--- config.mk ---
export PLATFORM = sky130hd
export DESIGN_NAME = wsva_pend_mem
export DESIGN_NICKNAME = d
export VERILOG_FILES = /design/src/wsva_pkg.sv /design/src/wsva_pend_mem.sv
export SDC_FILE = /design/constraint.sdc
export NUM_CORES = 2
export LEC_CHECK = 0
export ABC_CLOCK_PERIOD_IN_PS = 11050
export BUFFER_PORTS_ARGS = -buffer_cell sky130_fd_sc_hd__clkbuf_2
export CAP_MARGIN = 5
export CORE_MARGIN = 1.5
export CORE_UTILIZATION = 60
export CTS_CLUSTER_SIZE = 28
export DETAILED_ROUTE_END_ITERATION = 10
export PLACE_DENSITY = 0.76
export SYNTH_ARGS = -nofsm -noshare
export SYNTH_HDL_FRONTEND = slang
export SYNTH_SLANG_ARGS = --single-unit
--- constraint.sdc ---
create_clock -name clk -period 11.05 [get_ports clk]
set_clock_uncertainty 0.05 [all_clocks]
set_input_delay 1.105 -clock clk [delete_from_list [all_inputs] [get_ports clk]]
set_output_delay 1.105 -clock clk [all_outputs]
set_load 0.05 [all_outputs]
--- src/wsva_pkg.sv ---
// shared types, sizes and helpers for the window stack visible area block
// used by every module of the block; depends on nothing
`default_nettype none

package wsva_pkg;

    localparam int MAX_WINDOWS = 16;
    localparam int ID_COUNT    = 256;
    localparam int COORD_BITS  = 15;
    localparam int IDX_W       = $clog2(MAX_WINDOWS);
    localparam int CNT_W       = $clog2(MAX_WINDOWS + 1);
    localparam int PEND_DEPTH  = 3 * MAX_WINDOWS + 1;
    localparam int SP_W        = $clog2(PEND_DEPTH + 1);
    localparam int ADDR_W      = $clog2(PEND_DEPTH);
    localparam int AREA_W      = 30;
    localparam int PCT_W       = 17;
    localparam int MUL_A_W     = 30;
    localparam int MUL_B_W     = 18;
    localparam int MUL_W       = MUL_A_W + MUL_B_W;
    localparam int DEN_W       = AREA_W + 1;
    localparam int DIV_STEPS   = MUL_W;
    localparam int STEP_W      = $clog2(DIV_STEPS + 1);
    localparam logic [MUL_B_W-1:0] PCT_SCALE = MUL_B_W'(200000);

    // command codes
    localparam logic [2:0] CMD_CREATE  = 3'd0;
    localparam logic [2:0] CMD_RAISE   = 3'd1;
    localparam logic [2:0] CMD_LOWER   = 3'd2;
    localparam logic [2:0] CMD_DESTROY = 3'd3;
    localparam logic [2:0] CMD_QUERY   = 3'd4;

    typedef struct packed {
        logic [COORD_BITS-1:0] y2;
        logic [COORD_BITS-1:0] x2;
        logic [COORD_BITS-1:0] y1;
        logic [COORD_BITS-1:0] x1;
    } rect_t;

    typedef struct packed {
        logic [CNT_W-1:0] lvl;
        rect_t            r;
    } pend_t;

    typedef struct packed {
        logic              start;
        logic [MUL_W-1:0]  num;
        logic [DEN_W-1:0]  den;
    } div_req_t;

    function automatic logic [COORD_BITS-1:0] cmin(input logic [COORD_BITS-1:0] a,
                                                  input logic [COORD_BITS-1:0] b);
        return (a < b) ? a : b;
    endfunction

    function automatic logic [COORD_BITS-1:0] cmax(input logic [COORD_BITS-1:0] a,
                                                  input logic [COORD_BITS-1:0] b);
        return (a > b) ? a : b;
    endfunction

endpackage

`default_nettype wire

--- src/wsva_pend_mem.sv ---
// work stack memory for pending query pieces, one write and one registered read
// depends on wsva_pkg
`default_nettype none

module wsva_pend_mem
    import wsva_pkg::*;
(
    input  wire logic              clk,
    input  wire logic              we,
    input  wire logic [ADDR_W-1:0] waddr,
    input  wire pend_t             wdata,
    input  wire logic              re,
    input  wire logic [ADDR_W-1:0] raddr,
    output pend_t                  rdata
);

    pend_t mem [PEND_DEPTH];

    // write port
    always_ff @(posedge clk)
    begin
        if (we)
        begin
            mem[waddr] <= wdata;
        end
    end

    // registered read port
    always_ff @(posedge clk)
    begin
        if (re)
        begin
            rdata <= mem[raddr];
        end
    end

endmodule

`default_nettype wire

# After elaboration in Yosys (flattened, before gate mapping)
# Memory sizes are Yosys's and may differ from the RTL's. A register that Yosys moved wholly into a read port is not among the register bits.
# Cells that the tools add are included.
# op_classes
n_mux	2
# ops
operator	count
1-bit two-way mux	2
# word_totals
output_inout_bits	65
memories	1
reg_bits	0
mem_bits_rw	3185
word_cells	3
# memory_table
memory	depth	width	read_ports	rd_ports_with_merged_regs	write_ports	line	text
mem	49	65	1	1	1	wsva_pend_mem.sv:17	pend_t mem [PEND_DEPTH];

# Depth between registers and ports, before layout
# depth
ltp_word	2
ltp_mapped	9

# Least setup slack after synthesis
# Ideal clock, no wire load.
# synth_path
path_type	in2reg
start	in waddr[3]
end	mem mem[39][0] (netlist bit) (enable)
path_stages	4
arrival_time_ns	4.622
path_slack_ns	5.889
setup_ns	0.489
cell_sequence	clkbuf_1 > or3b_2 > clkbuf_1 > nor2_1
# synth_lines
item	line	text
start: declaration	wsva_pend_mem.sv:10	input wire logic [ADDR_W-1:0] waddr,
end: declaration	wsva_pend_mem.sv:17	
# No word-level cell before the write port.

==> results.cfg <==
[setup_path]
r2r-end = rdata[10]$_DFFE_PP_
cp_common_cell = buf_4
r2r_start = mem[37][10]$_DFFE_PP_
crit_path_start = raddr[1]
crit_buf_inv = 4
required_ns = 11.65
arrival_ns = 5.43
crit_type = input pin to flip-flop
critPathMaxFanout = 90
critPathTopFamily = buffers and inverters
crit_slowest_cell = buf_4
endpoint_kind = flip-flop
rr_worst_depth = 5
path_cells = buf_8 -> buf_4 -> buf_4 -> buf_4 -> mux4_2 -> a221oi_1 -> o21ai_0 -> nand2_1 -> a21oi_1
cp_num_cells = 9
critical_path.endpoint = rdata[33]$_DFFE_PP_
critPathLaunchType = input pin
slowest_delay_ns = 0.85
reg2reg_slack_ns = 8.77

[clocking]
postCtsHoldBufs = 0
insertion_delay_ns = 0.94
cts_htree_levels = 5
clk_path_buf_depth = 4
cts_setup_buffers = 0
clkTransAtPathRegs_ns = 0.06
cts_resized = 0
cts_tree = yes
clock-sinks = 3250
cts-root-buf = clkbuf_16
numCtsBuffers = 326

[global_routing]
antenna_found_initial = 10
grt_max_degree = 129
grt_pass1_wl_um = 449500
track_usage_pct = 31.13
grt-ovfl-total = 0
grt_pass1_vias = 61486

[final_layout]
drive_gt1_share_pct = 26.30
fillers = 11900
num-nets-final = 5681
utilization_pct = 67.69
mostFrequentLayoutCell = edfxtp_1
final_cell_mix = edfxtp_1 (3,250), mux4_2 (737), clkbuf_16 (334)
syn_to_final_growth_pct = 11.83

[min_path]
hold_class = flip-flop to flip-flop

[detailed_routing]
vias = 60755
drcViolationCount = 0
ant_nets = 0
via_per_inst = 7.133
post_drt_wl_per_cell_um = 37.42
first_pass_iters = 6
drt-total-wl_um = 318700
drtIter0Drc = 9411

[yosys]
synth_area_leaders = edfxtp_1 (80%), mux4_2 (14%), mux2i_1 (2.3%)
syn_area_um2 = 122700
synth_flop_cell = edfxtp_1
synthArstFlopShare_pct = 0
synth-edff-count = 3250
ys_seq_elements = 3250
yosysWarnings = 0
syn_inst = 5280
avgSynthCellArea_um2 = 23.24
synth_area_leader_cell = edfxtp_1
synth_top_area_share_pct = 79.54
syn_nets = 5360
ys_seq_area_share_pct = 79.54
ys_types = 34

[power]
max-vdd-ir-drop_mv = 0.2447
power.density_nw_per_um2 = 187.5
p_leak_nw = 43.36

[sta]
rsz0062_at_grt = false
slew_viol_final = 0
finalCritPeriodShare_pct = 43.68
relSlewSlack_pct = 13.57
tightest_slew_ns = 1.296
setup_viol = 0
fmax_ghz = 0.2072
min_period_ns = 4.827
tns_ns = 0
hold_viol = 0
holdWs_ns = 0.5833

[floorplanning]
die_area_um2 = 207200
fp.dieH_um = 455.2
ioPinCount = 145
coreArea_um2 = 202700
start_util_pct = 60.52
dieWidth_um = 455.2
std_cell_rows = 165

[run]
drv_cap = 0

[status]
run_status = completed

[placement]
hpwl_um = 153900
io_buffers = 144
gp_congestion = 0.7774
-- cells by family after synthesis --
family | after synthesis | share of synthesized area [%]
buf+inv | 298 | 1.195
mux | 1021 | 15.84
flops | 3250 | 79.54
compound gates | 504 | 2.688
simple gates | 207 | 0.7352
-- registers in the layout, summed over array words and instances (netlist names) --
signal,flops
rdata,65
mem,3185
-- final cells by class --
cell class,count,area [um2],area share (%)
inverter,2,15.01,0.01094
multi-input combinational,1732,24060,17.53
sequential,3250,97590,71.12
clock buffer,385,8549,6.230
tap,2672,3343,2.436
antenna,8,20.02,0.01459
clock inverter,179,1712,1.247
timing repair buffer,289,1927,1.404
-- cells in the mapped netlist (all sizes together) (18+ instances only) --
| library cell | instances |
|---|---|
| o22ai | 78 |
| a22oi | 41 |
| nor2 | 77 |
| edfxtp | 3250 |
| o21ai | 104 |
| o221ai | 30 |
| a211oi | 26 |
| clkbuf | 118 |
| mux2i | 284 |
| nand2 | 74 |
| a21oi | 119 |
| mux4 | 737 |
| buf | 178 |
| a221oi | 100 |
| nand3 | 18 |
-- worst min-delay path, delay by kind of cell, from the launching register on --
kind,cells,cell delay (ns)
flops,1,0.32
compound gates,2,0.19
-- routing by layer --
layer / global-route usage [%] / routed length [um] / share of wire (%)
met1: 42.11 / 110000 / 34
met2: 50.61 / 156200 / 49
met3: 6.206 / 37990 / 12
met4: 12.48 / 14530 / 4.6
met5: 0 / 29 / 0.0091
-- how the worst min path moves through the flow --
stage,from,end,cells past startpoint
finish,mem[48][46]$_DFFE_PP_,rdata[46]$_DFFE_PP_,2
detailed placement,mem[48][16]$_DFFE_PP_,rdata[16]$_DFFE_PP_,2
CTS,mem[48][36]$_DFFE_PP_,rdata[36]$_DFFE_PP_,2
global placement,mem[48][3]$_DFFE_PP_,rdata[3]$_DFFE_PP_,2
floorplan,mem[48][63]$_DFFE_PP_,rdata[63]$_DFFE_PP_,2
global route,mem[48][36]$_DFFE_PP_,rdata[36]$_DFFE_PP_,2
-- through the flow --
| step | power (mW) | setup slack, ns | cell area, um2 | cells |
|---|---|---|---|---|
| 3_3_place_gp | 15.10 | 5.321 | 126900 | 7945 |
| 3_5_place_dp | 15.14 | 5.315 | 126900 | 7945 |
| 4_1_cts | 25.78 | 6.235 | 137200 | 8509 |
| 5_1_grt | 26.29 | 6.088 | 137200 | 8513 |
| 6_report | 25.72 | 6.223 | 137200 | 8517 |
| 2_1_floorplan | 14.67 | 5.889 | 122700 | 5280 |
-- where the power goes --
| part | switching [mW] | internal, mW |
|---|---|---|
| clock network | 4.57 | 6.26 |
| logic | 0.773 | 0.397 |
| registers | 0.0434 | 13.7 |
| total | 5.38 | 20.3 |
(Power assumes the default switching activity.)
