===== config.mk =====
export PLATFORM = sky130hd
export DESIGN_NAME = wsva_div
export DESIGN_NICKNAME = d
export VERILOG_FILES = /design/src/wsva_pkg.sv /design/src/wsva_div.sv
export SDC_FILE = /design/constraint.sdc
export NUM_CORES = 1
export LEC_CHECK = 0
export BUFFER_PORTS_ARGS = -buffer_cell sky130_fd_sc_hd__clkbuf_2
export CAP_MARGIN = 20
export CORE_MARGIN = 2
export CORE_UTILIZATION = 64
export CTS_BUF_LIST = sky130_fd_sc_hd__clkbuf_8
export CTS_CLUSTER_DIAMETER = 30
export DETAILED_ROUTE_END_ITERATION = 6
export GPL_TIMING_DRIVEN = 0
export PLACE_DENSITY_LB_ADDON = 0.2
export SLEW_MARGIN = 15
export SYNTH_ARGS = -nofsm -noshare
export SYNTH_HDL_FRONTEND = slang
export SYNTH_SLANG_ARGS = --single-unit

===== constraint.sdc =====
create_clock -name clk -period 5.2 [get_ports clk]
set_input_delay 0.52 -clock clk [delete_from_list [all_inputs] [get_ports clk]]
set_output_delay 0.52 -clock clk [all_outputs]
set_load 0.005 [all_outputs]

===== src/wsva_pkg.sv =====
// shared types, sizes and helpers for the window stack visible area block
// used by every module of the block; depends on nothing
`default_nettype none

package wsva_pkg;

    localparam int MAX_WINDOWS = 16;
    localparam int ID_COUNT    = 256;
    localparam int COORD_BITS  = 15;
    localparam int IDX_W       = $clog2(MAX_WINDOWS);
    localparam int CNT_W       = $clog2(MAX_WINDOWS + 1);
    localparam int PEND_DEPTH  = 3 * MAX_WINDOWS + 1;
    localparam int SP_W        = $clog2(PEND_DEPTH + 1);
    localparam int ADDR_W      = $clog2(PEND_DEPTH);
    localparam int AREA_W      = 30;
    localparam int PCT_W       = 17;
    localparam int MUL_A_W     = 30;
    localparam int MUL_B_W     = 18;
    localparam int MUL_W       = MUL_A_W + MUL_B_W;
    localparam int DEN_W       = AREA_W + 1;
    localparam int DIV_STEPS   = MUL_W;
    localparam int STEP_W      = $clog2(DIV_STEPS + 1);
    localparam logic [MUL_B_W-1:0] PCT_SCALE = MUL_B_W'(200000);

    // command codes
    localparam logic [2:0] CMD_CREATE  = 3'd0;
    localparam logic [2:0] CMD_RAISE   = 3'd1;
    localparam logic [2:0] CMD_LOWER   = 3'd2;
    localparam logic [2:0] CMD_DESTROY = 3'd3;
    localparam logic [2:0] CMD_QUERY   = 3'd4;

    typedef struct packed {
        logic [COORD_BITS-1:0] y2;
        logic [COORD_BITS-1:0] x2;
        logic [COORD_BITS-1:0] y1;
        logic [COORD_BITS-1:0] x1;
    } rect_t;

    typedef struct packed {
        logic [CNT_W-1:0] lvl;
        rect_t            r;
    } pend_t;

    typedef struct packed {
        logic              start;
        logic [MUL_W-1:0]  num;
        logic [DEN_W-1:0]  den;
    } div_req_t;

    function automatic logic [COORD_BITS-1:0] cmin(input logic [COORD_BITS-1:0] a,
                                                  input logic [COORD_BITS-1:0] b);
        return (a < b) ? a : b;
    endfunction

    function automatic logic [COORD_BITS-1:0] cmax(input logic [COORD_BITS-1:0] a,
                                                  input logic [COORD_BITS-1:0] b);
        return (a > b) ? a : b;
    endfunction

endpackage

`default_nettype wire


===== src/wsva_div.sv =====
// restoring divider, one quotient bit per cycle
// depends on wsva_pkg
`default_nettype none

module wsva_div
    import wsva_pkg::*;
(
    input  wire logic             clk,
    input  wire logic             rst_n,
    input  wire div_req_t         req,
    output logic                  busy,
    output logic                  done,
    output logic [PCT_W-1:0]      quo
);

    logic              busy_reg, busy_next;
    logic              done_reg, done_next;
    logic [STEP_W-1:0] step_reg, step_next;
    logic [MUL_W-1:0]  num_reg, num_next;
    logic [MUL_W-1:0]  quo_reg, quo_next;
    logic [DEN_W-1:0]  den_reg, den_next;
    logic [DEN_W-1:0]  rem_reg, rem_next;
    logic [DEN_W:0]    rem_sh;

    // load on start, else one shift and subtract step while busy
    always_comb
    begin
        busy_next = busy_reg;
        done_next = 1'b0;
        step_next = step_reg;
        num_next  = num_reg;
        quo_next  = quo_reg;
        den_next  = den_reg;
        rem_next  = rem_reg;
        rem_sh    = {rem_reg, num_reg[MUL_W-1]};
        if (req.start)
        begin
            busy_next = 1'b1;
            step_next = '0;
            num_next  = req.num;
            den_next  = req.den;
            rem_next  = '0;
            quo_next  = '0;
        end
        else if (busy_reg)
        begin
            num_next = {num_reg[MUL_W-2:0], 1'b0};
            if (rem_sh >= {1'b0, den_reg})
            begin
                rem_next = DEN_W'(rem_sh - {1'b0, den_reg});
                quo_next = {quo_reg[MUL_W-2:0], 1'b1};
            end
            else
            begin
                rem_next = rem_sh[DEN_W-1:0];
                quo_next = {quo_reg[MUL_W-2:0], 1'b0};
            end
            step_next = step_reg + 1'b1;
            if (step_reg == STEP_W'(DIV_STEPS - 1))
            begin
                busy_next = 1'b0;
                done_next = 1'b1;
            end
        end
    end

    always_ff @(posedge clk or negedge rst_n)
    begin
        if (!rst_n)
        begin
            busy_reg <= 1'b0;
            done_reg <= 1'b0;
            step_reg <= '0;
        end
        else
        begin
            busy_reg <= busy_next;
            done_reg <= done_next;
            step_reg <= step_next;
        end
    end

    always_ff @(posedge clk)
    begin
        num_reg <= num_next;
        quo_reg <= quo_next;
        den_reg <= den_next;
        rem_reg <= rem_next;
    end

    assign busy = busy_reg;
    assign done = done_reg;
    assign quo  = quo_reg[PCT_W-1:0];

endmodule

`default_nettype wire


# Word-level counts from Yosys, hierarchy flattened
# Index checks and enable logic that the tools add are counted.
# Widths: inputs -> output; s select.
dict set report word_totals {
  register_bits 135
  input_bits 82
}
dict set report op_classes {
  n_addsub 2
  magnitude_cmp 1
  n_eq_ne 1
  mux 12
  n_reduce_logical 1
}
# cell n
set ops {}
lappend ops {{$mux 48} 2}
lappend ops {{$ge 32x31->1} 1}
lappend ops {{$mux 31} 1}
lappend ops {{$sub 31x31->31} 1}
lappend ops {{$mux 6} 2}
lappend ops {{$mux 1} 7}
lappend ops {{$add 6x1->6 const B} 1}
lappend ops {{$eq 6x6->1 const B} 1}
lappend ops {{$reduce_bool 2->1} 1}

# Logic depth before layout (Yosys ltp)
# Gate-level depths: netlist (run 1).
dict set report logic_depth {
  ltp_word 4
  ltp_mapped 12
  depth_no_buf 11
}

# Worst setup path after synthesis (run 1)
# Ideal clock, no wire load.
dict set report synth_timing {
  kind {register -> register}
  startpoint {reg num_reg[47]}
  endpoint {reg rem_reg[4]}
  setup_ps 86
  arrival_ps 2502
  required_time_ps 5114
  path_slack_ps 2612
  path_stages_with_launch 13
  path_buffers 1
  synth_period_minus_slack_ps 2588
  cell_sequence {edfxtp_1 inv_1 ha_1 fa_1 nand2b_1 a2111oi_0 nor3_1 nor3_2 nor2_1 buf_2 a211oi_1 a21oi_1 a211oi_1}
}
dict set report synth_via {
  elab_chain_cells 2
  word_cells_on_any_way 3
}
# item line_no
set synth_lines {}
lappend synth_lines {{start: declaration} wsva_div.sv:19} ;# logic [MUL_W-1:0] num_reg, num_next;
lappend synth_lines {{start signal: assignment} wsva_div.sv:85} ;# num_reg <= num_next;
lappend synth_lines {{$sub 31x31->31 or $ge 32x31->1 (tied branches)} {wsva_div.sv:50, wsva_div.sv:48}}
lappend synth_lines {{$mux 31 (*)} wsva_div.sv:48} ;# if (rem_sh >= {1'b0, den_reg})
lappend synth_lines {{end signal: assignment} wsva_div.sv:88} ;# rem_reg <= rem_next;
lappend synth_lines {{end: declaration} wsva_div.sv:22} ;# logic [DEN_W-1:0] rem_reg, rem_next;
# Mark *: on every way between the ends. The rest lies on a longest branch, timed or not.
# A chain may end at the register's enable or synchronous reset.

# Worst setup path after layout (run 1)
dict set report layout_timing {
  startpoint {reg num_reg[47]}
  endpoint {reg rem_reg[29]}
}
# The elaborated chain is that of the path after synthesis.

==> metrics.md, run 1 <==
| Metric | Value |
|---|---|
| Max Clock Freq | 326 MHz |
| Via count | 5628 |
| Slew HR | 36.5% |
| Die area | 0.0120 sq mm |
| # H-tree levels | 4 |
| Pwr/cell area | 440 mW/mm^2 |
| Finish-stage setup viols | 0 |
| Syn Area/Cell | 10.5 sq um |
| Largest net degree at the start of global routing | 50 |
| Min Clock Period, post-route | 3.07 ns |
| Endpoints failing hold | 0 |
| Starting density of the core | 65.7% |
| YS warnings | 0 |
| Synthesized instance count | 683 |
| DRT antenna net count | 0 |
| P_leak | 3.62 nW |
| Setup TNS | 0 ns |
| Fillers | 774 |
| Slew Limit Fails | 0 |
| Min-Delay Endpoint | den_reg[28] |
| Detailed-route wire length | 16.4 mm |
| Syn Nets | 798 |
| Kind of critical path | reg2reg |
| Total Nets Final | 919 |
| Hold Path Class | in2reg |
| Root buffer cell | clkbuf_8 |
| Vias in the first global route | 5477 |
| Initial DRC Count | 378 |
| Reg2reg setup slack | 2.13 ns |
| RD Place Congestion | 0.936 |
| Min-delay src | req[28] |
| Crit share post-route | 59.1% |
| Sequential fraction of the synthesis area | 49.4% |
| Vert. Die Dim | 110 um |
| Critical path arrival | 3.44 ns |
| Critical Path Start Type | register |
| Area of the mapped netlist | 0.00715 sq mm |
| Clock Path Buffers | 2 |
| I/O Buffers | 100 |
| GRT Util Overall | 28.9% |
| Final Core Density | 75.8% |
| Routed length per placed instance | 17.2 um |
| CTS tree | yes |
| Ant. Diodes | 0 |
| Highest-count cells in the layout ignoring fill and taps | 100 x clkbuf_2, 79 x edfxtp_1, 75 x nor2_1, 55 x a21oi_1, 50 x nand2_1 |
| Worst Setup End Kind | register |
| Fraction of layout cells with a size suffix above 1 | 24.8% |
| Unrepaired setup endpoints after global routing | false |
| Worst clock skew | 0.0127 ns |
| Clock-pin slew on the worst setup and hold paths | 0.08 ns |
| Vias/cell | 5.88 |
| Max Fanout on Critical Path | 10 |
| # DRC | 0 |
| Storage cell area | 0.00353 sq mm |
| Dominant synthesized flop cell | edfxtp_1 |
| Reg2Reg Capture Point | rem_reg[29] |
| Max-cap viol count | 0 |
| Peak VDD IR | 0.417 mV |
| CTS Buf Count | 17 |
| Area of the multi-input gates | 0.00331 sq mm |
| Num Clock Sinks | 135 |
| Status | complete, no violations |
| Most common cell after layout, fill and taps aside | clkbuf_2 |
| Min-Delay Path Depth | 1 |
| Worst path required time | 5.57 ns |
| Initial antenna violation count | 0 |
| Max FFs per register | 48 |
| Pre-antenna DRT Iters | 5 |
| Synth async-reset ratio | 5.93% |
| Num rows | 38 |
| Flops & latches, synth | 135 |
| Area growth syn-to-layout | 15.4% |
| Distinct cell type count after synthesis | 63 |
| Worst Tran Pin Value | 0.953 ns |
| Clk_lat worst skew | 0.46 ns |
| First-pass GRT wire length | 26.2 mm |
| Number of synthesized flops with an enable pin | 79 |
| HPWL after detailed placement | 11.7 mm |
| Postcts setup bufs | 0 |
| Core area | 0.0109 sq mm |
| Reg2reg start | num_reg[47] |
| Grt total ovfl | 0 |
| # IOs | 101 |
| Worst R2R Path Depth | 12 |
| Crit path launch | num_reg[47] |
| Die width | 110 um |
-- through the flow --
stage | setup WS (ns) | hold WS (ns) | power (W) | std cells | area [sq um]
floorplan | 2.61 | 0.224 | 0.00242 | 683 | 7150
global placement | 2.25 | 0.370 | 0.00271 | 923 | 7830
detailed placement | 2.19 | 0.375 | 0.00275 | 923 | 7830
CTS | 2.15 | 0.191 | 0.00363 | 956 | 8230
global route | 1.92 | 0.193 | 0.00384 | 957 | 8250
finish | 2.13 | 0.229 | 0.00363 | 957 | 8250
-- cells by family after synthesis --
logic type	after synthesis	synth area share [%]
AO/OA/AOI/OAI	163	15.4
XOR/XNOR	25	3.06
adder cells (fa/ha/maj)	33	5.88
buffers and inverters	76	4.37
flip-flops	135	49.4
multiplexers	67	10.2
AND/OR/NAND/NOR	184	11.7
-- worst max-delay path by stage --
| stage | to | slack (ns) |
|---|---|---|
| 5_1_grt | rem_reg[29] | 1.92 |
| 2_1_floorplan | rem_reg[4] | 2.61 |
| 6_report | rem_reg[29] | 2.13 |
| 4_1_cts | rem_reg[29] | 2.15 |
| 3_3_place_gp | rem_reg[24] | 2.25 |
| 3_5_place_dp | num_reg[15] | 2.19 |
-- synthesized netlist by cell type, types with 4 or more instances --
library cell | n | share of area (%)
mux2i_1 | 20 | 2.8
mux2_2 | 47 | 7.4
nor2_1 | 75 | 3.9
a211oi_1 | 21 | 2.2
a21oi_1 | 55 | 3.8
o21ai_1 | 9 | 0.63
o21a_1 | 7 | 0.73
nand2_1 | 50 | 2.6
nand3_1 | 8 | 0.56
inv_1 | 39 | 2.0
ha_1 | 32 | 5.6
clkbuf_1 | 20 | 1.0
o21ai_0 | 14 | 0.98
xor2_1 | 14 | 1.7
a311oi_1 | 4 | 0.49
a21o_1 | 10 | 1.0
o211ai_1 | 7 | 0.73
buf_2 | 7 | 0.49
dfxtp_1 | 48 | 13
xnor2_1 | 11 | 1.3
and3_1 | 4 | 0.35
buf_1 | 6 | 0.31
nand4_1 | 9 | 0.79
nor3_1 | 12 | 0.84
nor4_1 | 4 | 0.35
dfrtp_1 | 8 | 2.8
edfxtp_1 | 79 | 33
nand2b_1 | 6 | 0.52
-- worst max-delay path: stages (launching register included) --
cell       delay (ns)
edfxtp_1         0.35
inv_1            0.05
ha_1             0.22
fa_1             0.39
nand2b_1         0.21
a2111oi_0        0.40
nor3_1           0.16
nor3_2           0.22
or2_1            0.12
buf_4            0.20
buf_4            0.24
nand2_1          0.18
o221ai_1         0.22
-- per-layer routing --
metal	routed length, um	global-route usage (%)	vias to the layer above	part of all wire (%)
li1	-	-	2735	-
met1	6810	35.2	2686	41
met2	7890	47.6	183	48
met3	1470	10.2	24	8.9
met4	259	10.0	0	1.6
met5	0	0	-	0
-- where the power goes --
part / switching (W) / total, W / leakage, nW / internal, W
sequential: 0.0000933 / 0.00138 / 1.31 / 0.00129
clock: 0.000428 / 0.000871 / 0.211 / 0.000443
combinational: 0.000815 / 0.00138 / 2.10 / 0.000560
-- area by class of cell --
| type | instances | share of cell area, % |
|---|---|---|
| Buffer | 37 | 2.02 |
| Clock buffer | 18 | 3.00 |
| Clock inverter | 14 | 1.80 |
| Inverter | 39 | 1.77 |
| Multi-Input combinational cell | 472 | 40.0 |
| Sequential cell | 135 | 42.8 |
| Tap cell | 140 | 2.12 |
| Timing Repair Buffer | 102 | 6.43 |
-- timing repair --
item	CTS	global route
endpoints found under the setup margin	0	0
gates resized for setup	0	0
endpoints found under the hold margin	8	0
hold buffers	1	0
Note: power is estimated with default switching activity, not from simulation.
==> run 2, diff against run 1 <==
--- a/config.mk
+++ b/config.mk
@@ -5,10 +5,11 @@
 export SDC_FILE = /design/constraint.sdc
 export NUM_CORES = 1
 export LEC_CHECK = 0
+export ABC_AREA = 1
 export BUFFER_PORTS_ARGS = -buffer_cell sky130_fd_sc_hd__clkbuf_2
 export CAP_MARGIN = 20
 export CORE_MARGIN = 2
-export CORE_UTILIZATION = 64
+export CORE_UTILIZATION = 60
 export CTS_BUF_LIST = sky130_fd_sc_hd__clkbuf_8
 export CTS_CLUSTER_DIAMETER = 30
 export DETAILED_ROUTE_END_ITERATION = 6
==> constraint.sdc (replaced) <==
create_clock -name clk -period 2.97 [get_ports clk]
set_input_delay 0.297 -clock clk [delete_from_list [all_inputs] [get_ports clk]]
set_output_delay 0.297 -clock clk [all_outputs]
set_load 0.005 [all_outputs]
==> metrics.md, run 2 <==
| Metric | Value |
|---|---|
| Final hold slack | 0.0293 ns |
| Fillers | 1032 |
| Dpl cell area | 0.00857 sq mm |
| # H-tree levels | 4 |
| Top delay family on crit path | simple AND/OR/NAND/NOR gates |
| Finish-stage setup viols | 0 |
| Clock-pin slew on the worst setup and hold paths | 0.08 ns |
| Root buffer cell | clkbuf_8 |
| Worst Tran Pin Value | 0.942 ns |
| Chain of cells forming the critical path | inv_1, ha_1, fa_1, nor2_1, o21ai_1, nand2_2, nand2_2, nand3_2, nand2_4, nand2_8, buf_6, nand3_1, nand3_1, nand2_1 |
| Most frequent cell after synthesis | nand2_1 |
| Pre-antenna DRT Iters | 6 |
| Min Clock Period, post-route | 2.44 ns |
| Largest net degree at the start of global routing | 33 |
| Clock Path Buffers | 2 |
| Max Fanout on Critical Path | 10 |
| CTS Buf Count | 17 |
| Post-synth top area share | 30.3% |
| # DRC | 0 |
| Area of the multi-input gates | 0.00352 sq mm |
| # IOs | 101 |
| Initial DRC Count | 481 |
| Flops & latches, synth | 135 |
| Peak VDD IR | 0.642 mV |
| Synth area leaders | edfxtp_1 30%, nand2_1 20%, dfxtp_1 12% |
| Ant. Diodes | 0 |
| Worst path required time | 3.31 ns |
| Most common cell after layout, fill and taps aside | nand2_1 |
| Via count | 7013 |
| Dominant synthesized flop cell | edfxtp_1 |
| Sequential fraction of the synthesis area | 45.1% |
| Fin area | 0.00922 sq mm |
| Distinct cell type count after synthesis | 44 |
| Starting density of the core | 61.8% |
| Initial antenna violation count | 0 |
| CP peak stage delay | 0.46 ns |
| Num Clock Sinks | 135 |
| Die area | 0.0140 sq mm |
| Largest area contributor in the netlist | edfxtp_1 |
| Vert. Die Dim | 118 um |
| GRT Util Overall | 28.6% |
| Top cells by count, synth | 421 x nand2_1, 157 x inv_1, 79 x edfxtp_1 |
| Final Core Density | 72.8% |
| Kind of critical path | reg2reg |
| Vias/cell | 5.08 |
| Endpoints failing hold | 0 |
| DRT antenna net count | 0 |
| Num rows | 41 |
| Storage cell area | 0.00353 sq mm |
| Max FFs per register | 48 |
| Total Nets Final | 1311 |
| Area of the mapped netlist | 0.00783 sq mm |
| Die width | 118 um |
| Max-cap viol count | 0 |
| P_leak | 4.90 nW |
| RD Place Congestion | 0.973 |
| Fraction of layout cells with a size suffix above 1 | 15.0% |
| First-pass GRT wire length | 31.6 mm |
| Area growth syn-to-layout | 17.7% |
| Grt total ovfl | 0 |
| Syn Nets | 1168 |
| Number of synthesized flops with an enable pin | 79 |
| Pwr/cell area | 761 mW/mm^2 |
| Crit share post-route | 82.2% |
| Critical Path Start Type | register |
| Critical path arrival | 2.78 ns |
| Core area | 0.0127 sq mm |
| Clk_lat worst skew | 0.45 ns |
| Highest-count cells in the layout ignoring fill and taps | 421 x nand2_1, 157 x inv_1, 100 x clkbuf_2, 79 x edfxtp_1, 64 x nand3_1 |
| Setup TNS | 0 ns |
| Slew Limit Fails | 0 |
| Unrepaired setup endpoints after global routing | false |
| Max Clock Freq | 410 MHz |
| Synth async-reset ratio | 5.93% |
| Worst clock skew | 0.0121 ns |
| Syn Area/Cell | 7.44 sq um |
| Routed length per placed instance | 14.2 um |
| Detailed-route wire length | 19.6 mm |
| CTS tree | yes |
| Hold Path Class | in2reg |
| Vias in the first global route | 6792 |
| CP bufs+invs | 2 |
| Slew HR | 37.2% |
| I/O Buffers | 100 |
| Status | complete, no violations |
| Slowest cell on the critical path | fa_1 |
| Synthesized instance count | 1053 |
| HPWL after detailed placement | 14.3 mm |
| Worst Setup End Kind | register |
| YS warnings | 0 |
run 2: per-layer routing:
layer	GRT usage (%)	share of wire [%]	routed length [um]
met5	0	0	0
met4	11.7	2.9	558
met3	7.29	6.3	1240
met2	47.7	47	9250
met1	35.4	44	8510
run 2: worst reg2reg max path, delay by kind of cell, from the launching register on:
family          cells  cell delay (ns)
compound gates      1             0.09
simple gates        9             0.99
fa+ha+maj           2             0.70
flops               1             0.34
buf+inv             2             0.24
run 2: through the flow:
step	cells	total power, W	worst slack [ns]
6_report	1381	0.00702	0.530
5_1_grt	1381	0.00751	0.354
4_1_cts	1369	0.00698	0.513
3_5_place_dp	1326	0.00533	0.0387
3_3_place_gp	1325	0.00526	-1.37
2_1_floorplan	1053	0.00461	0.244
run 2: path summary, 6_finish.rpt:
| check | slack (ns) | cells after the start | start | to |
|---|---|---|---|---|
| worst max-delay path | 0.53 | 14 | num_reg[47] | rem_reg[21] |
| worst min-delay path | 0.03 | 1 | req[24] | den_reg[24] |
| worst max register to register | 0.53 | 14 | num_reg[47] | rem_reg[21] |
| worst min register to register | 0.47 | 2 | rem_reg[27] | rem_reg[27] |
| max in group asynchronous | 2.56 | 2 | rst_n | step_reg[5] |
| min in group asynchronous | 0.22 | 2 | rst_n | step_reg[3] |
run 2: final cells by class:
| cell class | instances | share of cell area [%] |
|---|---|---|
| inverters | 169 | 6.91 |
| flip-flops and latches | 135 | 38.3 |
| repair buffers | 124 | 8.14 |
| clock inverters | 15 | 2.01 |
| well taps | 172 | 2.33 |
| clock buffers | 17 | 2.54 |
| plain buffers | 28 | 1.60 |
| multi-input cells | 721 | 38.1 |
run 2: repair_timing:
item	in CTS	in global routing
endpoints found under the hold margin	18	12
resized for setup	0	0
hold buffers	11	12
setup buffers	0	0
run 2: logic make-up (layout without fill, tap and decap cells):
group | after synthesis | in the layout | synth area share (%)
flops | 135 | 135 | 45.1
buf+inv | 197 | 353 | 10.0
xor+xnor | 10 | 10 | 1.12
simple gates | 610 | 610 | 33.2
compound gates | 68 | 68 | 5.22
fa+ha+maj | 33 | 33 | 5.37
run 2: power by group:
part / total (W) / switching [W] / internal, W
Sequential: 0.00242 / 0.000162 / 0.00226
Combinational: 0.00295 / 0.00186 / 0.00109
Clock: 0.00165 / 0.000800 / 0.000848
Total: 0.00702 / 0.00282 / 0.00420
